File: src/rtl/core/cca_pkg.sv
`timescale 1ns / 1ps
// shared types, constants, microcode table and calendar helpers for the calendar clock
package cca_pkg;

  // widths
  localparam int SECONDS_WIDTH = 32;
  localparam int ADD_WIDTH     = (SECONDS_WIDTH < 32) ? SECONDS_WIDTH : 32;
  localparam int YEAR_WIDTH    = 14;
  localparam int DIV_WIDTH     = (ADD_WIDTH + 1 > YEAR_WIDTH) ? ADD_WIDTH + 1 : YEAR_WIDTH;
  localparam int DAY_WIDTH     = (ADD_WIDTH - 15 > 10) ? ADD_WIDTH - 15 : 10;
  localparam int REM_WIDTH     = 9;
  localparam int PC_WIDTH      = 4;
  localparam int ADDR_WIDTH    = 5;
  localparam int DATA_WIDTH    = 32;

  // divider: the dividend is split into two digits, each digit step divides the
  // remainder-so-far above the digit by a reciprocal multiply
  localparam int DIGIT_WIDTH   = 17;
  localparam int NUM_WIDTH     = 2 * DIGIT_WIDTH;
  localparam int SMALL_WIDTH   = REM_WIDTH + DIGIT_WIDTH;
  localparam int RECIP_SHIFT   = SMALL_WIDTH + REM_WIDTH;
  localparam int RECIP_WIDTH   = 31;
  localparam int PROD_WIDTH    = SMALL_WIDTH + RECIP_WIDTH;

  // calendar limits
  localparam logic [13:0] YEAR_MAX     = 14'd9999;
  localparam logic [13:0] YEAR_MIN     = 14'd1;
  localparam logic [3:0]  MONTH_FIRST  = 4'd1;
  localparam logic [3:0]  MONTH_LAST   = 4'd12;
  localparam logic [4:0]  DAY_FIRST    = 5'd1;
  localparam logic [4:0]  DAY_LAST     = 5'd31;
  localparam logic [4:0]  HOUR_LAST    = 5'd23;
  localparam logic [5:0]  MINUTE_LAST  = 6'd59;
  localparam logic [5:0]  SECOND_LAST  = 6'd59;
  localparam logic [8:0]  YMOD_LAST    = 9'd399;
  localparam logic [8:0]  DAYS_YEAR    = 9'd365;
  localparam logic [8:0]  DAYS_LEAP    = 9'd366;
  localparam logic [4:0]  FEB_LEAP     = 5'd29;

  // divisors for the shared divider
  localparam logic [REM_WIDTH-1:0] DIVISOR_400 = 9'd400;
  localparam logic [REM_WIDTH-1:0] DIVISOR_60  = 9'd60;
  localparam logic [REM_WIDTH-1:0] DIVISOR_24  = 9'd24;

  // rounded-up reciprocals, exact for every partial value below 2**SMALL_WIDTH
  localparam logic [RECIP_WIDTH-1:0] RECIP_400 = RECIP_WIDTH'(
    ((64'd1 << RECIP_SHIFT) + 64'(DIVISOR_400) - 64'd1) / 64'(DIVISOR_400));
  localparam logic [RECIP_WIDTH-1:0] RECIP_60  = RECIP_WIDTH'(
    ((64'd1 << RECIP_SHIFT) + 64'(DIVISOR_60) - 64'd1) / 64'(DIVISOR_60));
  localparam logic [RECIP_WIDTH-1:0] RECIP_24  = RECIP_WIDTH'(
    ((64'd1 << RECIP_SHIFT) + 64'(DIVISOR_24) - 64'd1) / 64'(DIVISOR_24));

  // reset values of the start registers and the clock
  localparam logic [13:0] YEAR_RESET   = 14'd2000;
  localparam logic [3:0]  MONTH_RESET  = 4'd1;
  localparam logic [4:0]  DAY_RESET    = 5'd1;
  localparam logic [8:0]  YMOD_RESET   = 9'd0;

  // days per month, common year
  localparam logic [4:0] MONTH_DAYS [12] = '{
    5'd31, 5'd28, 5'd31, 5'd30, 5'd31, 5'd30,
    5'd31, 5'd31, 5'd30, 5'd31, 5'd30, 5'd31
  };

  // register map
  typedef enum logic [2:0] {
    REG_START_YEAR   = 3'd0,
    REG_START_MONTH  = 3'd1,
    REG_START_DAY    = 3'd2,
    REG_START_HOUR   = 3'd3,
    REG_START_MINUTE = 3'd4,
    REG_START_SECOND = 3'd5
  } reg_index_t;

  typedef struct packed {
    logic        kind;
    logic [31:0] seconds_to_add;
  } in_item_t;

  typedef struct packed {
    logic [13:0] year;
    logic [3:0]  month;
    logic [4:0]  day;
    logic [4:0]  hour;
    logic [5:0]  minute;
    logic [5:0]  second;
    logic        year_overflow;
  } out_item_t;

  typedef struct packed {
    logic [13:0] start_year;
    logic [3:0]  start_month;
    logic [4:0]  start_day;
    logic [4:0]  start_hour;
    logic [5:0]  start_minute;
    logic [5:0]  start_second;
  } start_cfg_t;

  // datapath operations, one per microcode step
  typedef enum logic [3:0] {
    OP_NOP,
    OP_WAIT,
    OP_YEAR_MOD,
    OP_DIV_400,
    OP_RELOAD,
    OP_ADD_SEC,
    OP_DIV_60,
    OP_SET_SEC,
    OP_SET_MIN,
    OP_DIV_24,
    OP_SET_HOUR,
    OP_WALK,
    OP_EMIT
  } op_t;

  // jump conditions: jump to target when true, else fall through
  typedef enum logic [2:0] {
    COND_NEXT,
    COND_GOTO,
    COND_NOT_ACCEPT,
    COND_NOT_KIND,
    COND_DIV_MORE,
    COND_WALK_MORE,
    COND_OUT_BUSY
  } cond_t;

  typedef struct packed {
    op_t                 op;
    cond_t               cond;
    logic [PC_WIDTH-1:0] target;
  } ucode_t;

  typedef struct packed {
    logic item_valid;
    logic kind;
    logic div_last;
    logic walk_more;
    logic out_busy;
  } seq_status_t;

  typedef struct packed {
    logic                 load;
    logic                 step;
    logic [REM_WIDTH-1:0] divisor;
  } div_ctrl_t;

  // step addresses
  localparam logic [PC_WIDTH-1:0] STEP_WAIT     = 4'd0;
  localparam logic [PC_WIDTH-1:0] STEP_YEAR_MOD = 4'd1;
  localparam logic [PC_WIDTH-1:0] STEP_DIV_400  = 4'd2;
  localparam logic [PC_WIDTH-1:0] STEP_RELOAD   = 4'd3;
  localparam logic [PC_WIDTH-1:0] STEP_ADD_SEC  = 4'd4;
  localparam logic [PC_WIDTH-1:0] STEP_DIV_SEC  = 4'd5;
  localparam logic [PC_WIDTH-1:0] STEP_SET_SEC  = 4'd6;
  localparam logic [PC_WIDTH-1:0] STEP_DIV_MIN  = 4'd7;
  localparam logic [PC_WIDTH-1:0] STEP_SET_MIN  = 4'd8;
  localparam logic [PC_WIDTH-1:0] STEP_DIV_HOUR = 4'd9;
  localparam logic [PC_WIDTH-1:0] STEP_SET_HOUR = 4'd10;
  localparam logic [PC_WIDTH-1:0] STEP_WALK     = 4'd11;
  localparam logic [PC_WIDTH-1:0] STEP_EMIT     = 4'd12;
  localparam logic [PC_WIDTH-1:0] STEP_RETURN   = 4'd13;

  // control store
  function automatic ucode_t ucode_rom(input logic [PC_WIDTH-1:0] pc);
    ucode_t w;
    case (pc)
      STEP_WAIT:     w = '{op: OP_WAIT,     cond: COND_NOT_ACCEPT, target: STEP_WAIT};
      STEP_YEAR_MOD: w = '{op: OP_YEAR_MOD, cond: COND_NOT_KIND,   target: STEP_ADD_SEC};
      STEP_DIV_400:  w = '{op: OP_DIV_400,  cond: COND_DIV_MORE,   target: STEP_DIV_400};
      STEP_RELOAD:   w = '{op: OP_RELOAD,   cond: COND_NEXT,       target: STEP_WAIT};
      STEP_ADD_SEC:  w = '{op: OP_ADD_SEC,  cond: COND_NEXT,       target: STEP_WAIT};
      STEP_DIV_SEC:  w = '{op: OP_DIV_60,   cond: COND_DIV_MORE,   target: STEP_DIV_SEC};
      STEP_SET_SEC:  w = '{op: OP_SET_SEC,  cond: COND_NEXT,       target: STEP_WAIT};
      STEP_DIV_MIN:  w = '{op: OP_DIV_60,   cond: COND_DIV_MORE,   target: STEP_DIV_MIN};
      STEP_SET_MIN:  w = '{op: OP_SET_MIN,  cond: COND_NEXT,       target: STEP_WAIT};
      STEP_DIV_HOUR: w = '{op: OP_DIV_24,   cond: COND_DIV_MORE,   target: STEP_DIV_HOUR};
      STEP_SET_HOUR: w = '{op: OP_SET_HOUR, cond: COND_NEXT,       target: STEP_WAIT};
      STEP_WALK:     w = '{op: OP_WALK,     cond: COND_WALK_MORE,  target: STEP_WALK};
      STEP_EMIT:     w = '{op: OP_EMIT,     cond: COND_OUT_BUSY,   target: STEP_EMIT};
      STEP_RETURN:   w = '{op: OP_NOP,      cond: COND_GOTO,       target: STEP_WAIT};
      default:       w = '{op: OP_NOP,      cond: COND_GOTO,       target: STEP_WAIT};
    endcase
    return w;
  endfunction

  // gregorian leap rule from the year modulo 400
  function automatic logic is_leap(input logic [8:0] ymod);
    return (ymod[1:0] == 2'd0) && (ymod != 9'd100) && (ymod != 9'd200) && (ymod != 9'd300);
  endfunction

  function automatic logic [4:0] month_len(input logic [3:0] month, input logic leap);
    logic [4:0] len;
    if (month < MONTH_FIRST || month > MONTH_LAST) begin
      len = DAY_LAST;
    end else if (month == 4'd2 && leap) begin
      len = FEB_LEAP;
    end else begin
      len = MONTH_DAYS[month - 4'd1];
    end
    return len;
  endfunction

  function automatic logic [13:0] clamp_year(input logic [13:0] y);
    logic [13:0] r;
    if (y < YEAR_MIN) begin
      r = YEAR_MIN;
    end else if (y > YEAR_MAX) begin
      r = YEAR_MAX;
    end else begin
      r = y;
    end
    return r;
  endfunction

endpackage

File: src/rtl/core/calendar_clock_add_seconds_top.sv
`timescale 1ns / 1ps
// top level of the gregorian calendar clock with a seconds adder
//
//   channel  direction  handshake                  payload
//   item     in         item_valid / item_ready    kind, seconds_to_add
//   result   out        result_valid / result_ready  date-time, year_overflow
//   config   in         apb psel / penable / pwrite  start date-time registers
//
// from one accepted transaction to the next the sequencer runs 8 single steps, 3 divides
// (seconds, minutes, hours) in the shared reciprocal divider and a walk that steps once per
// year or month carried by the day count plus one closing walk step; a reload adds a
// year mod 400 divide and a reload step.
// item_ready is high only in the wait step; a new item is taken while a result still waits.
// the emit step holds while the result register is full and not taken.
// rst is synchronous; the clock returns to 2000-01-01 00:00:00 with default start registers.
module calendar_clock_add_seconds_top import cca_pkg::*; (
  input  logic                  clk,
  input  logic                  rst,
  input  logic                  item_valid,
  output logic                  item_ready,
  input  in_item_t              item,
  output logic                  result_valid,
  input  logic                  result_ready,
  output out_item_t             result,
  input  logic                  psel,
  input  logic                  penable,
  input  logic                  pwrite,
  input  logic [ADDR_WIDTH-1:0] paddr,
  input  logic [DATA_WIDTH-1:0] pwdata,
  output logic [DATA_WIDTH-1:0] prdata,
  output logic                  pready
);

  start_cfg_t  cfg;
  seq_status_t status;
  op_t         op;

  assign item_ready = (op == OP_WAIT);

  cca_cfg_regs u_cfg_regs (
    .clk     (clk),
    .rst     (rst),
    .psel    (psel),
    .penable (penable),
    .pwrite  (pwrite),
    .paddr   (paddr),
    .pwdata  (pwdata),
    .prdata  (prdata),
    .pready  (pready),
    .cfg     (cfg)
  );

  cca_sequencer u_sequencer (
    .clk    (clk),
    .rst    (rst),
    .status (status),
    .op     (op)
  );

  cca_datapath u_datapath (
    .clk          (clk),
    .rst          (rst),
    .op           (op),
    .item_valid   (item_valid),
    .item         (item),
    .cfg          (cfg),
    .result_ready (result_ready),
    .result_valid (result_valid),
    .result       (result),
    .status       (status)
  );

  // a taken transaction moves the sequencer off the wait step
  assert property (@(posedge clk) disable iff (rst)
    item_valid && item_ready |=> !item_ready)
    else $error("sequencer stayed in wait after a transaction");

  // every delivered date-time has its fields in range; the day is checked only from below
  assert property (@(posedge clk) disable iff (rst)
    result_valid |-> result.month >= MONTH_FIRST && result.month <= MONTH_LAST &&
                     result.day >= DAY_FIRST && result.hour <= HOUR_LAST &&
                     result.minute <= MINUTE_LAST && result.second <= SECOND_LAST &&
                     result.year >= YEAR_MIN && result.year <= YEAR_MAX)
    else $error("result date-time out of range");

  // an overflow result carries the saturated date
  assert property (@(posedge clk) disable iff (rst)
    result_valid && result.year_overflow |-> result.year == YEAR_MAX &&
                     result.month == MONTH_LAST && result.day == DAY_LAST)
    else $error("overflow result not saturated");

endmodule

File: src/rtl/core/cca_cfg_regs.sv
`timescale 1ns / 1ps
// apb register bank holding the reload start date-time
module cca_cfg_regs import cca_pkg::*; (
  input  logic                  clk,
  input  logic                  rst,
  input  logic                  psel,
  input  logic                  penable,
  input  logic                  pwrite,
  input  logic [ADDR_WIDTH-1:0] paddr,
  input  logic [DATA_WIDTH-1:0] pwdata,
  output logic [DATA_WIDTH-1:0] prdata,
  output logic                  pready,
  output start_cfg_t            cfg
);

  logic       wr_en;
  reg_index_t index;

  assign pready = 1'b1;
  assign wr_en  = psel && penable && pwrite;
  assign index  = reg_index_t'(paddr[4:2]);

  // register writes, unknown indexes ignored
  always_ff @(posedge clk) begin
    if (rst) begin
      cfg.start_year   <= YEAR_RESET;
      cfg.start_month  <= MONTH_RESET;
      cfg.start_day    <= DAY_RESET;
      cfg.start_hour   <= '0;
      cfg.start_minute <= '0;
      cfg.start_second <= '0;
    end else if (wr_en) begin
      case (index)
        REG_START_YEAR:   cfg.start_year   <= pwdata[13:0];
        REG_START_MONTH:  cfg.start_month  <= pwdata[3:0];
        REG_START_DAY:    cfg.start_day    <= pwdata[4:0];
        REG_START_HOUR:   cfg.start_hour   <= pwdata[4:0];
        REG_START_MINUTE: cfg.start_minute <= pwdata[5:0];
        REG_START_SECOND: cfg.start_second <= pwdata[5:0];
        default: ;
      endcase
    end
  end

  // read mux
  always_comb begin
    case (index)
      REG_START_YEAR:   prdata = DATA_WIDTH'(cfg.start_year);
      REG_START_MONTH:  prdata = DATA_WIDTH'(cfg.start_month);
      REG_START_DAY:    prdata = DATA_WIDTH'(cfg.start_day);
      REG_START_HOUR:   prdata = DATA_WIDTH'(cfg.start_hour);
      REG_START_MINUTE: prdata = DATA_WIDTH'(cfg.start_minute);
      REG_START_SECOND: prdata = DATA_WIDTH'(cfg.start_second);
      default:          prdata = '0;
    endcase
  end

endmodule

File: src/rtl/core/cca_sequencer.sv
`timescale 1ns / 1ps
// microcode step counter with conditional jumps over the control store
module cca_sequencer import cca_pkg::*; (
  input  logic        clk,
  input  logic        rst,
  input  seq_status_t status,
  output op_t         op
);

  logic [PC_WIDTH-1:0] pc;
  logic [PC_WIDTH-1:0] pc_next;
  ucode_t              word;
  logic                take;

  // fetch and branch decision
  always_comb begin
    word = ucode_rom(pc);
    case (word.cond)
      COND_NEXT:       take = 1'b0;
      COND_GOTO:       take = 1'b1;
      COND_NOT_ACCEPT: take = !status.item_valid;
      COND_NOT_KIND:   take = !status.kind;
      COND_DIV_MORE:   take = !status.div_last;
      COND_WALK_MORE:  take = status.walk_more;
      COND_OUT_BUSY:   take = status.out_busy;
      default:         take = 1'b1;
    endcase
    pc_next = take ? word.target : pc + 1'b1;
    op      = word.op;
  end

  // step counter
  always_ff @(posedge clk) begin
    if (rst) begin
      pc <= STEP_WAIT;
    end else begin
      pc <= pc_next;
    end
  end

endmodule

File: src/rtl/core/cca_divider.sv
`timescale 1ns / 1ps
// division by a small constant: two digits, a reciprocal multiply per digit
module cca_divider import cca_pkg::*; (
  input  logic                 clk,
  input  logic                 rst,
  input  div_ctrl_t            ctrl,
  input  logic [DIV_WIDTH-1:0] load_value,
  output logic [DIV_WIDTH-1:0] quotient,
  output logic [REM_WIDTH-1:0] remainder,
  output logic                 last
);

  logic [NUM_WIDTH-1:0]   num_r;
  logic [NUM_WIDTH-1:0]   quo_r;
  logic [REM_WIDTH-1:0]   rem_r;
  logic [DIGIT_WIDTH-1:0] qd_r;
  logic [1:0]             cnt;
  logic [SMALL_WIDTH-1:0] part;
  logic [RECIP_WIDTH-1:0] recip;
  logic [PROD_WIDTH-1:0]  prod;
  logic [SMALL_WIDTH-1:0] back;
  logic [SMALL_WIDTH-1:0] rest;

  // reciprocal of the selected divisor
  always_comb begin
    case (ctrl.divisor)
      DIVISOR_400: recip = RECIP_400;
      DIVISOR_24:  recip = RECIP_24;
      default:     recip = RECIP_60;
    endcase
  end

  // partial value is the remainder so far above the next digit, always below divisor * 2**17
  always_comb begin
    part = {rem_r, num_r[NUM_WIDTH-1 -: DIGIT_WIDTH]};
    prod = PROD_WIDTH'(part) * PROD_WIDTH'(recip);
    back = SMALL_WIDTH'(qd_r) * SMALL_WIDTH'(ctrl.divisor);
    rest = part - back;
  end

  // step count: even steps estimate the digit, odd steps form the remainder
  always_ff @(posedge clk) begin
    if (rst) begin
      cnt <= '0;
    end else if (ctrl.load) begin
      cnt <= '0;
    end else if (ctrl.step) begin
      cnt <= cnt + 2'd1;
    end
  end

  // quotient digits shift in from the bottom as dividend digits shift out of the top
  always_ff @(posedge clk) begin
    if (ctrl.load) begin
      num_r <= NUM_WIDTH'(load_value);
      quo_r <= '0;
      rem_r <= '0;
    end else if (ctrl.step) begin
      if (!cnt[0]) begin
        qd_r <= prod[RECIP_SHIFT +: DIGIT_WIDTH];
      end else begin
        rem_r <= rest[REM_WIDTH-1:0];
        quo_r <= {quo_r[NUM_WIDTH-DIGIT_WIDTH-1:0], qd_r};
        num_r <= {num_r[NUM_WIDTH-DIGIT_WIDTH-1:0], {DIGIT_WIDTH{1'b0}}};
      end
    end
  end

  assign quotient  = quo_r[DIV_WIDTH-1:0];
  assign remainder = rem_r;
  assign last      = (cnt == 2'd3);

endmodule

File: src/rtl/core/cca_datapath.sv
`timescale 1ns / 1ps
// time and date registers, day-carry walk and result register driven by microcode ops
module cca_datapath import cca_pkg::*; (
  input  logic        clk,
  input  logic        rst,
  input  op_t         op,
  input  logic        item_valid,
  input  in_item_t    item,
  input  start_cfg_t  cfg,
  input  logic        result_ready,
  output logic        result_valid,
  output out_item_t   result,
  output seq_status_t status
);

  logic                 kind_r;
  logic [ADD_WIDTH-1:0] add_r;
  logic [13:0]          year_r;
  logic [3:0]           month_r;
  logic [DAY_WIDTH-1:0] day_r;
  logic [4:0]           hour_r;
  logic [5:0]           minute_r;
  logic [5:0]           second_r;
  logic [8:0]           ymod_r;
  logic                 ovf_r;

  div_ctrl_t            div_ctrl;
  logic [DIV_WIDTH-1:0] div_load_value;
  logic [DIV_WIDTH-1:0] quotient;
  logic [REM_WIDTH-1:0] remainder;
  logic                 div_last;

  logic                 accept;
  logic                 out_busy;
  logic                 emit;

  // reload values
  logic [13:0]          ld_year;
  logic [3:0]           ld_month;
  logic [4:0]           ld_mlen;
  logic [4:0]           ld_day;
  logic [4:0]           ld_hour;
  logic [5:0]           ld_minute;
  logic [5:0]           ld_second;

  // walk terms
  logic                 leap;
  logic [4:0]           mlen;
  logic [8:0]           ylen;
  logic                 walk_more_raw;
  logic                 take_year;
  logic                 year_step;
  logic                 walk_ovf;

  assign accept   = (op == OP_WAIT) && item_valid;
  assign out_busy = result_valid && !result_ready;
  assign emit     = (op == OP_EMIT) && !out_busy;

  // saturate the start values into range
  always_comb begin
    ld_year   = clamp_year(cfg.start_year);
    ld_month  = (cfg.start_month < MONTH_FIRST) ? MONTH_FIRST :
                (cfg.start_month > MONTH_LAST) ? MONTH_LAST : cfg.start_month;
    ld_mlen   = month_len(ld_month, is_leap(remainder));
    ld_day    = (cfg.start_day < DAY_FIRST) ? DAY_FIRST :
                (cfg.start_day > ld_mlen) ? ld_mlen : cfg.start_day;
    ld_hour   = (cfg.start_hour > HOUR_LAST) ? HOUR_LAST : cfg.start_hour;
    ld_minute = (cfg.start_minute > MINUTE_LAST) ? MINUTE_LAST : cfg.start_minute;
    ld_second = (cfg.start_second > SECOND_LAST) ? SECOND_LAST : cfg.start_second;
  end

  // one step of the day carry: a whole year from january, else one month
  always_comb begin
    leap          = is_leap(ymod_r);
    mlen          = month_len(month_r, leap);
    ylen          = leap ? DAYS_LEAP : DAYS_YEAR;
    walk_more_raw = day_r > DAY_WIDTH'(mlen);
    take_year     = (month_r == MONTH_FIRST) && (day_r > DAY_WIDTH'(ylen));
    year_step     = take_year || (month_r == MONTH_LAST);
    walk_ovf      = walk_more_raw && year_step && (year_r == YEAR_MAX);
  end

  // divider control
  always_comb begin
    div_ctrl       = '{load: 1'b0, step: 1'b0, divisor: DIVISOR_60};
    div_load_value = '0;
    case (op)
      OP_YEAR_MOD: begin
        div_ctrl.load  = 1'b1;
        div_load_value = DIV_WIDTH'(ld_year);
      end
      OP_ADD_SEC: begin
        div_ctrl.load  = 1'b1;
        div_load_value = DIV_WIDTH'(add_r) + DIV_WIDTH'(second_r);
      end
      OP_SET_SEC: begin
        div_ctrl.load  = 1'b1;
        div_load_value = quotient + DIV_WIDTH'(minute_r);
      end
      OP_SET_MIN: begin
        div_ctrl.load  = 1'b1;
        div_load_value = quotient + DIV_WIDTH'(hour_r);
      end
      OP_DIV_400: div_ctrl = '{load: 1'b0, step: 1'b1, divisor: DIVISOR_400};
      OP_DIV_60:  div_ctrl = '{load: 1'b0, step: 1'b1, divisor: DIVISOR_60};
      OP_DIV_24:  div_ctrl = '{load: 1'b0, step: 1'b1, divisor: DIVISOR_24};
      default: ;
    endcase
  end

  cca_divider u_divider (
    .clk        (clk),
    .rst        (rst),
    .ctrl       (div_ctrl),
    .load_value (div_load_value),
    .quotient   (quotient),
    .remainder  (remainder),
    .last       (div_last)
  );

  // latch the accepted transaction
  always_ff @(posedge clk) begin
    if (accept) begin
      kind_r <= item.kind;
      add_r  <= item.seconds_to_add[ADD_WIDTH-1:0];
    end
  end

  // clock state
  always_ff @(posedge clk) begin
    if (rst) begin
      year_r   <= YEAR_RESET;
      month_r  <= MONTH_RESET;
      day_r    <= DAY_WIDTH'(DAY_RESET);
      hour_r   <= '0;
      minute_r <= '0;
      second_r <= '0;
      ymod_r   <= YMOD_RESET;
      ovf_r    <= 1'b0;
    end else begin
      case (op)
        OP_RELOAD: begin
          year_r   <= ld_year;
          month_r  <= ld_month;
          day_r    <= DAY_WIDTH'(ld_day);
          hour_r   <= ld_hour;
          minute_r <= ld_minute;
          second_r <= ld_second;
          ymod_r   <= remainder;
        end
        OP_ADD_SEC: ovf_r <= 1'b0;
        OP_SET_SEC: second_r <= remainder[5:0];
        OP_SET_MIN: minute_r <= remainder[5:0];
        OP_SET_HOUR: begin
          hour_r <= remainder[4:0];
          day_r  <= day_r + quotient[DAY_WIDTH-1:0];
        end
        OP_WALK: begin
          if (walk_ovf) begin
            // saturate at the last second of the last year
            year_r   <= YEAR_MAX;
            month_r  <= MONTH_LAST;
            day_r    <= DAY_WIDTH'(DAY_LAST);
            hour_r   <= HOUR_LAST;
            minute_r <= MINUTE_LAST;
            second_r <= SECOND_LAST;
            ovf_r    <= 1'b1;
          end else if (walk_more_raw) begin
            if (take_year) begin
              day_r <= day_r - DAY_WIDTH'(ylen);
            end else begin
              day_r   <= day_r - DAY_WIDTH'(mlen);
              month_r <= (month_r == MONTH_LAST) ? MONTH_FIRST : month_r + 4'd1;
            end
            if (year_step) begin
              year_r <= year_r + 14'd1;
              ymod_r <= (ymod_r == YMOD_LAST) ? 9'd0 : ymod_r + 9'd1;
            end
          end
        end
        default: ;
      endcase
    end
  end

  // result register
  always_ff @(posedge clk) begin
    if (rst) begin
      result_valid <= 1'b0;
    end else if (emit) begin
      result_valid <= 1'b1;
    end else if (result_ready) begin
      result_valid <= 1'b0;
    end
  end

  always_ff @(posedge clk) begin
    if (emit) begin
      result <= '{year: year_r, month: month_r, day: day_r[4:0], hour: hour_r,
                  minute: minute_r, second: second_r, year_overflow: ovf_r};
    end
  end

  // status to the sequencer
  always_comb begin
    status.item_valid = item_valid;
    status.kind       = kind_r;
    status.div_last   = div_last;
    status.walk_more  = walk_more_raw && !walk_ovf;
    status.out_busy   = out_busy;
  end

endmodule
File: config.mk
export PLATFORM = sky130hd
export DESIGN_NAME = calendar_clock_add_seconds_top
export DESIGN_NICKNAME = d
export VERILOG_FILES = /design/src/rtl/core/cca_pkg.sv /design/src/rtl/core/calendar_clock_add_seconds_top.sv /design/src/rtl/core/cca_cfg_regs.sv /design/src/rtl/core/cca_sequencer.sv /design/src/rtl/core/cca_divider.sv /design/src/rtl/core/cca_datapath.sv
export SDC_FILE = /design/constraint.sdc
export NUM_CORES = 2
export LEC_CHECK = 0
export BUFFER_PORTS_ARGS = -buffer_cell sky130_fd_sc_hd__buf_4
export CORE_MARGIN = 3
export CORE_UTILIZATION = 45
export DETAILED_ROUTE_END_ITERATION = 16
export RECOVER_POWER = 100
export SYNTH_ARGS = -nofsm -noshare
export SYNTH_HDL_FRONTEND = slang
export SYNTH_HIERARCHICAL = 1
export SYNTH_SLANG_ARGS = --single-unit
File: constraint.sdc
create_clock -name clk -period 9.2 [get_ports clk]
set_input_delay 1.38 -clock clk [delete_from_list [all_inputs] [get_ports clk]]
set_output_delay 1.38 -clock clk [all_outputs]
set_load 0.005 [all_outputs]
Word level (Yosys, flattened, before mapping)
Memory sizes are Yosys's and may differ from the RTL's. A register that Yosys moved wholly into a read port is not among the register bits.
Index checks and enable logic that the tools add are counted.

storage, ports and cells
  flip-flop bits (word level) = 276
  ROM bits = 336
  output and inout bits = 76
  logic and storage cells = 228
  memories kept = 3

memories
  memory            words  bits a word  read ports  clocked after memory_dff  write ports  RTL line        RTL
  (name not given)  16     11           1           1                         0            cca_pkg.sv:166  case (pc)
  (name not given)  16     5            1           0                         0            cca_pkg.sv:198  len = MONTH_DAYS[month - 4'd1];
  (name not given)  16     5            1           0                         0            cca_pkg.sv:198

operators by class
  add/subtract/negate cells = 14
  multipliers = 2
  order comparisons = 17
  equality and inequality tests = 44
  multiplexer cells = 56
  bitwise operators = 4
  reductions and logical operators = 57

operators by type and width
  cell                  count
  $pmux W33 S4          1
  $mux W33              3
  $pmux W14 S6          1
  $mux W14              5
  $pmux W31 S2          1
  $mux W5               12
  $mul A26 B31 Y52      1
  $mux W17              3
  $pmux W17 S3          1
  $mux W9               4
  $pmux W6 S3           2
  $add A32 B6 Y33       1
  $add A33 B5 Y33       1
  $add A33 B6 Y33       1
  $mux W4               8
  $pmux W10 S3          1
  $pmux W14 S2          1
  $reduce_and A2 Y1     13
  $eq A4 B4 Y1 const B  6
  $eq A9 B9 Y1 const B  2
  $mux W6               3
  $ne A9 B7 Y1 const B  2
  $ne A9 B8 Y1 const B  2
  $ne A9 B9 Y1 const B  2
  54 further kinds      117

Longest topological paths before layout
  depth after elaboration = 15
  depth in mapped cells = 37

By module
Netlist, hierarchy kept.

modules (own cells, without submodules)
  module                          times used  cells each  area each (sq um)
  cca_divider                     1           2,341       23,124.7
  cca_datapath                    1           1,106       9,648.0
  cca_cfg_regs                    1           224         2,152.1
  cca_sequencer                   1           99          879.6
  calendar_clock_add_seconds_top  1           1           15.0

Worst setup path after synthesis
OpenSTA, ideal clock, no wires.

  path type = reg-to-reg
  from = reg u_sequencer/word[8] (netlist name)
  to = reg u_datapath.u_divider.qd_r[12] (data pin)
  library setup time = 0.260 ns
  arrival = 8.296 ns
  setup slack = 0.644 ns
  stages on the path, launching flop included = 34
  cell sequence = dfxtp_1 buf_4 buf_1 xor2_1 nand3b_1 buf_6 nor4b_4 and4_1 clkbuf_1 clkbuf_1 clkbuf_1 nand2_1 inv_1 nor2_1 fa_1 inv_1 fa_1 fa_1 fa_1 fa_1 fa_1 inv_1 fa_1 inv_1 ha_1 clkbuf_1 a211oi_1 nand2_1 a41oi_1 nor2_1 o32ai_1 o31ai_1 a221oi_2 xnor2_1

RTL lines
  element               RTL line           RTL
  to (signal assigned)  cca_divider.sv:60  qd_r <= prod[RECIP_SHIFT +: DIGIT_WIDTH];
  to (decl)             cca_divider.sv:16  logic [DIGIT_WIDTH-1:0] qd_r;

==> flow_summary.yaml <==
status:
  status: "finished with violations"
  violations_in_the_final_reports: "max-capacitance violations, max-slew violations"
cts:
  cts_made_buffers: 30
  clock_path_buffers: 3
  htree_levels: 1
  holdBufCountCts: 0
  tritoncts: "done"
  worst_path_clk_slew_ps: 70
  clkSinkCount: 287
  ctsRootBufferMaster: "clkbuf_16"
  clock_latency_ps: 610
finish:
  design_area_mm2: 0.03893
  fill_cells: 7483
  flow.area_growth_from_synthesis_pct: 8.687
  antenna_cells: 0
  layout_nets: 4816
  proportion_of_layout_cells_with_a_drive_suffix_above_1_pct: 7.194
logic_synthesis:
  post_synth_instance_area_mm2: 0.03582
  post_synth_inst_count: 3771
  proportion_of_synthesized_chip_area_in_sequential_cells_pct: 19.51
  syn_avg_cell_area_um2: 9.499
  synth_seq_cells: 287
  yosys_warns: 6
  share_of_flip_flops_with_an_asynchronous_set_or_reset_pct: 0
  ys_types: 110
  number_of_synthesized_flops_with_an_enable_pin: 124
  dominantRegCellSynth: "dfxtp_1"
sta:
  skew_ps: 38.71
  finalCriticalPeriod_ps: 8746
  setup_repair_after_global_routing_missed_its_margin: "no"
  relSlewSlack_pct: -163.5
  finalSetupViolations: 0
  setup_total_negative_slack_ps: 0
  fmax_mhz: 114.3
  finalHoldWorstSlack_ps: 443.1
  slew_violations: 283
  period_share_pct: 95.07
  report.final.hold_viol_count: 0
  worstMarginPinSlew_ps: 3953
critical_path:
  timing_worst_setup_path_type: "reg -> reg"
  crit_required_ps: 9610
  start_kind: "flip-flop"
  worstPathArrival_ps: 9160
  crit_path_max_fanout: 39
  worst_path_max_delay_cell: "fa_1"
  critical_path.endpoint_type: "flip-flop"
  critPathMaxStageDelay_ps: 580
routing:
  drt-initial-drc-count: 2084
  route.vias.total: 26810
  detail_route.first_pass.iterations: 5
  ant_nets: 0
  remaining_drc_errors: 0
  vias_per_cell: 5.406
  route.detailed.wl_per_inst_um: 21.37
  finalWirelength_mm: 106.0
global_route:
  grt_start_max_net_pins: 89
  gr-total-overflow: 0
  grt.total_usage_pct: 25.95
  first_global_vias: 27410
  grt_antenna_before_repair: 1
  grt_pass1_wl_mm: 163.8
die:
  floorplan.initialDensity_pct: 45.86
  floorplan.die_area_mm2: 0.08302
  fp.dieW_um: 288.1
  die_h_um: 288.1
  design.core.area_mm2: 0.07810
  i_o_pin_count: 153
  row_count: 102
place:
  gp_routability_congestion: 0.9668
  port-buffer-count: 113
  detailed_place.area_mm2: 0.03801
  dp_hpwl_mm: 88.72
flow_run:
  timing.max_cap.violations: 6
min_path:
  worstHoldPathType: "reg -> reg"
what timing repair did:
action / CTS / global route
buffers inserted: 0 / 2
endpoints found under the setup margin: 0 / 7
resized for setup: 0 / 5
endpoints found under the hold margin: 0 / 0
critical path, delay by kind of cell, from the launching register on:
| family | cells | cell delay [ps] |
|---|---|---|
| buf+inv | 8 | 1010 |
| simple gates | 7 | 1770 |
| compound gates | 7 | 1520 |
| fa+ha+maj | 8 | 3940 |
| flops | 1 | 330 |
state kept, by name, indices dropped and copies added, names as in the netlist, 5 cells and up:
name	count
u_datapath/add_r	32
u_datapath/result	41
u_datapath/u_divider/qd_r	17
u_datapath/u_divider/quo_r	33
u_datapath/u_divider/num_r	34
u_datapath/minute_r	6
u_datapath/ymod_r	9
u_datapath/second_r	6
u_cfg_regs/cfg	40
u_datapath/hour_r	5
u_datapath/year_r	14
u_sequencer/word	11
u_datapath/day_r	17
u_datapath/u_divider/remainder	9
cells in the mapped netlist, drive strengths merged, types with 17 or more instances:
| library cell | number | area, um2 |
|---|---|---|
| xnor2 | 70 | 613.1 |
| edfxtp | 124 | 3724 |
| ha | 285 | 3566 |
| a21o | 29 | 217.7 |
| dfxtp | 163 | 3263 |
| inv | 813 | 3052 |
| xor2 | 58 | 508.0 |
| o211ai | 33 | 266.5 |
| nand4 | 28 | 187.7 |
| a211oi | 27 | 207.7 |
| mux2 | 26 | 292.8 |
| o22ai | 21 | 131.4 |
| nor3 | 55 | 301.5 |
| fa | 558 | 11170 |
| nand2b | 49 | 306.5 |
| nand3 | 83 | 415.4 |
| buf | 55 | 385.4 |
| nor2b | 22 | 137.6 |
| nor2 | 161 | 619.3 |
| and3 | 36 | 225.2 |
| and2 | 69 | 431.7 |
| nand2 | 334 | 1266 |
| o221ai | 17 | 148.9 |
| clkbuf | 80 | 300.3 |
| mux2i | 52 | 524.3 |
| o21ai | 110 | 554.3 |
| a21oi | 150 | 762.0 |
final timing paths:
path	startpoint	slack, ps	cells after the start	end
worst min register to register	u_datapath/ovf_r	440	0	u_datapath/result[0]
worst max-delay path	u_sequencer/word[10]	450	30	u_datapath/u_divider/qd_r[15]
worst min-delay path	u_datapath/ovf_r	440	0	u_datapath/result[0]
worst max register to register	u_sequencer/word[10]	450	30	u_datapath/u_divider/qd_r[15]
kinds of logic after synthesis:
| group | after synthesis | share of synthesized area, % |
|---|---|---|
| buf+inv | 950 | 10.45 |
| mux | 80 | 2.407 |
| compound gates | 545 | 10.23 |
| xor+xnor | 128 | 3.130 |
| other cells | 6 | 0.06287 |
| fa+ha+maj | 844 | 41.17 |
| flops | 287 | 19.51 |
| simple gates | 931 | 13.04 |
placed cells by master (no fill, tap or decap), drive strengths merged, types with 11 or more instances in the layout:
| master | n |
|---|---|
| o22ai | 21 |
| o31ai | 13 |
| nand4 | 28 |
| a22oi | 16 |
| nand3 | 83 |
| and3 | 36 |
| mux2i | 52 |
| nor3 | 55 |
| a21o | 29 |
| o211ai | 33 |
| o21bai | 12 |
| buf | 82 |
| o21ai | 110 |
| nor4 | 13 |
| clkbuf | 126 |
| nand2b | 49 |
| dfxtp | 163 |
| xnor2 | 70 |
| or4 | 12 |
| and4 | 11 |
| conb | 58 |
| o21a | 16 |
| nor2b | 22 |
| o221ai | 17 |
| nor2 | 161 |
| nand2 | 334 |
| or2 | 11 |
| ha | 285 |
| or3 | 12 |
| and2 | 69 |
| fa | 558 |
| a21oi | 150 |
| xor2 | 58 |
| edfxtp | 124 |
| mux2 | 26 |
| a31oi | 13 |
| inv | 821 |
| a211oi | 27 |
metal layers:
layer  vias up  GRT usage, %  part of all wire (%)
met3       166         3.110                   6.4
met1     13360         35.26                    43
met2       912         43.74                    48
met4         0         7.675                   3.4
met5         -             0                     0
li1      12370             -                     -
layout make-up:
class                      instances  area, um2  area share [%]
multi-input combinational       2586      25250           64.87
clock buffer                      32      758.2           1.948
clock inverter                    24      292.8          0.7520
timing repair buffer             176       1280           3.288
sequential                       287       6987           17.95
tap                             1040       1301           3.342
inverter                         815       3059           7.858
stage by stage:
stage                     instances  utilization (%)  worst slack [ps]
after floorplan                3823                -             644.1
after global placement         4902            48.67             386.8
after detailed placement       4902            48.67             365.7
after CTS                      4958            50.01             323.5
after global routing           4960            49.84             48.76
final                          4960            49.84             453.5
Power is not shown: default switching activity piles up to over one toggle a cycle in this logic, so the estimate is an artifact.
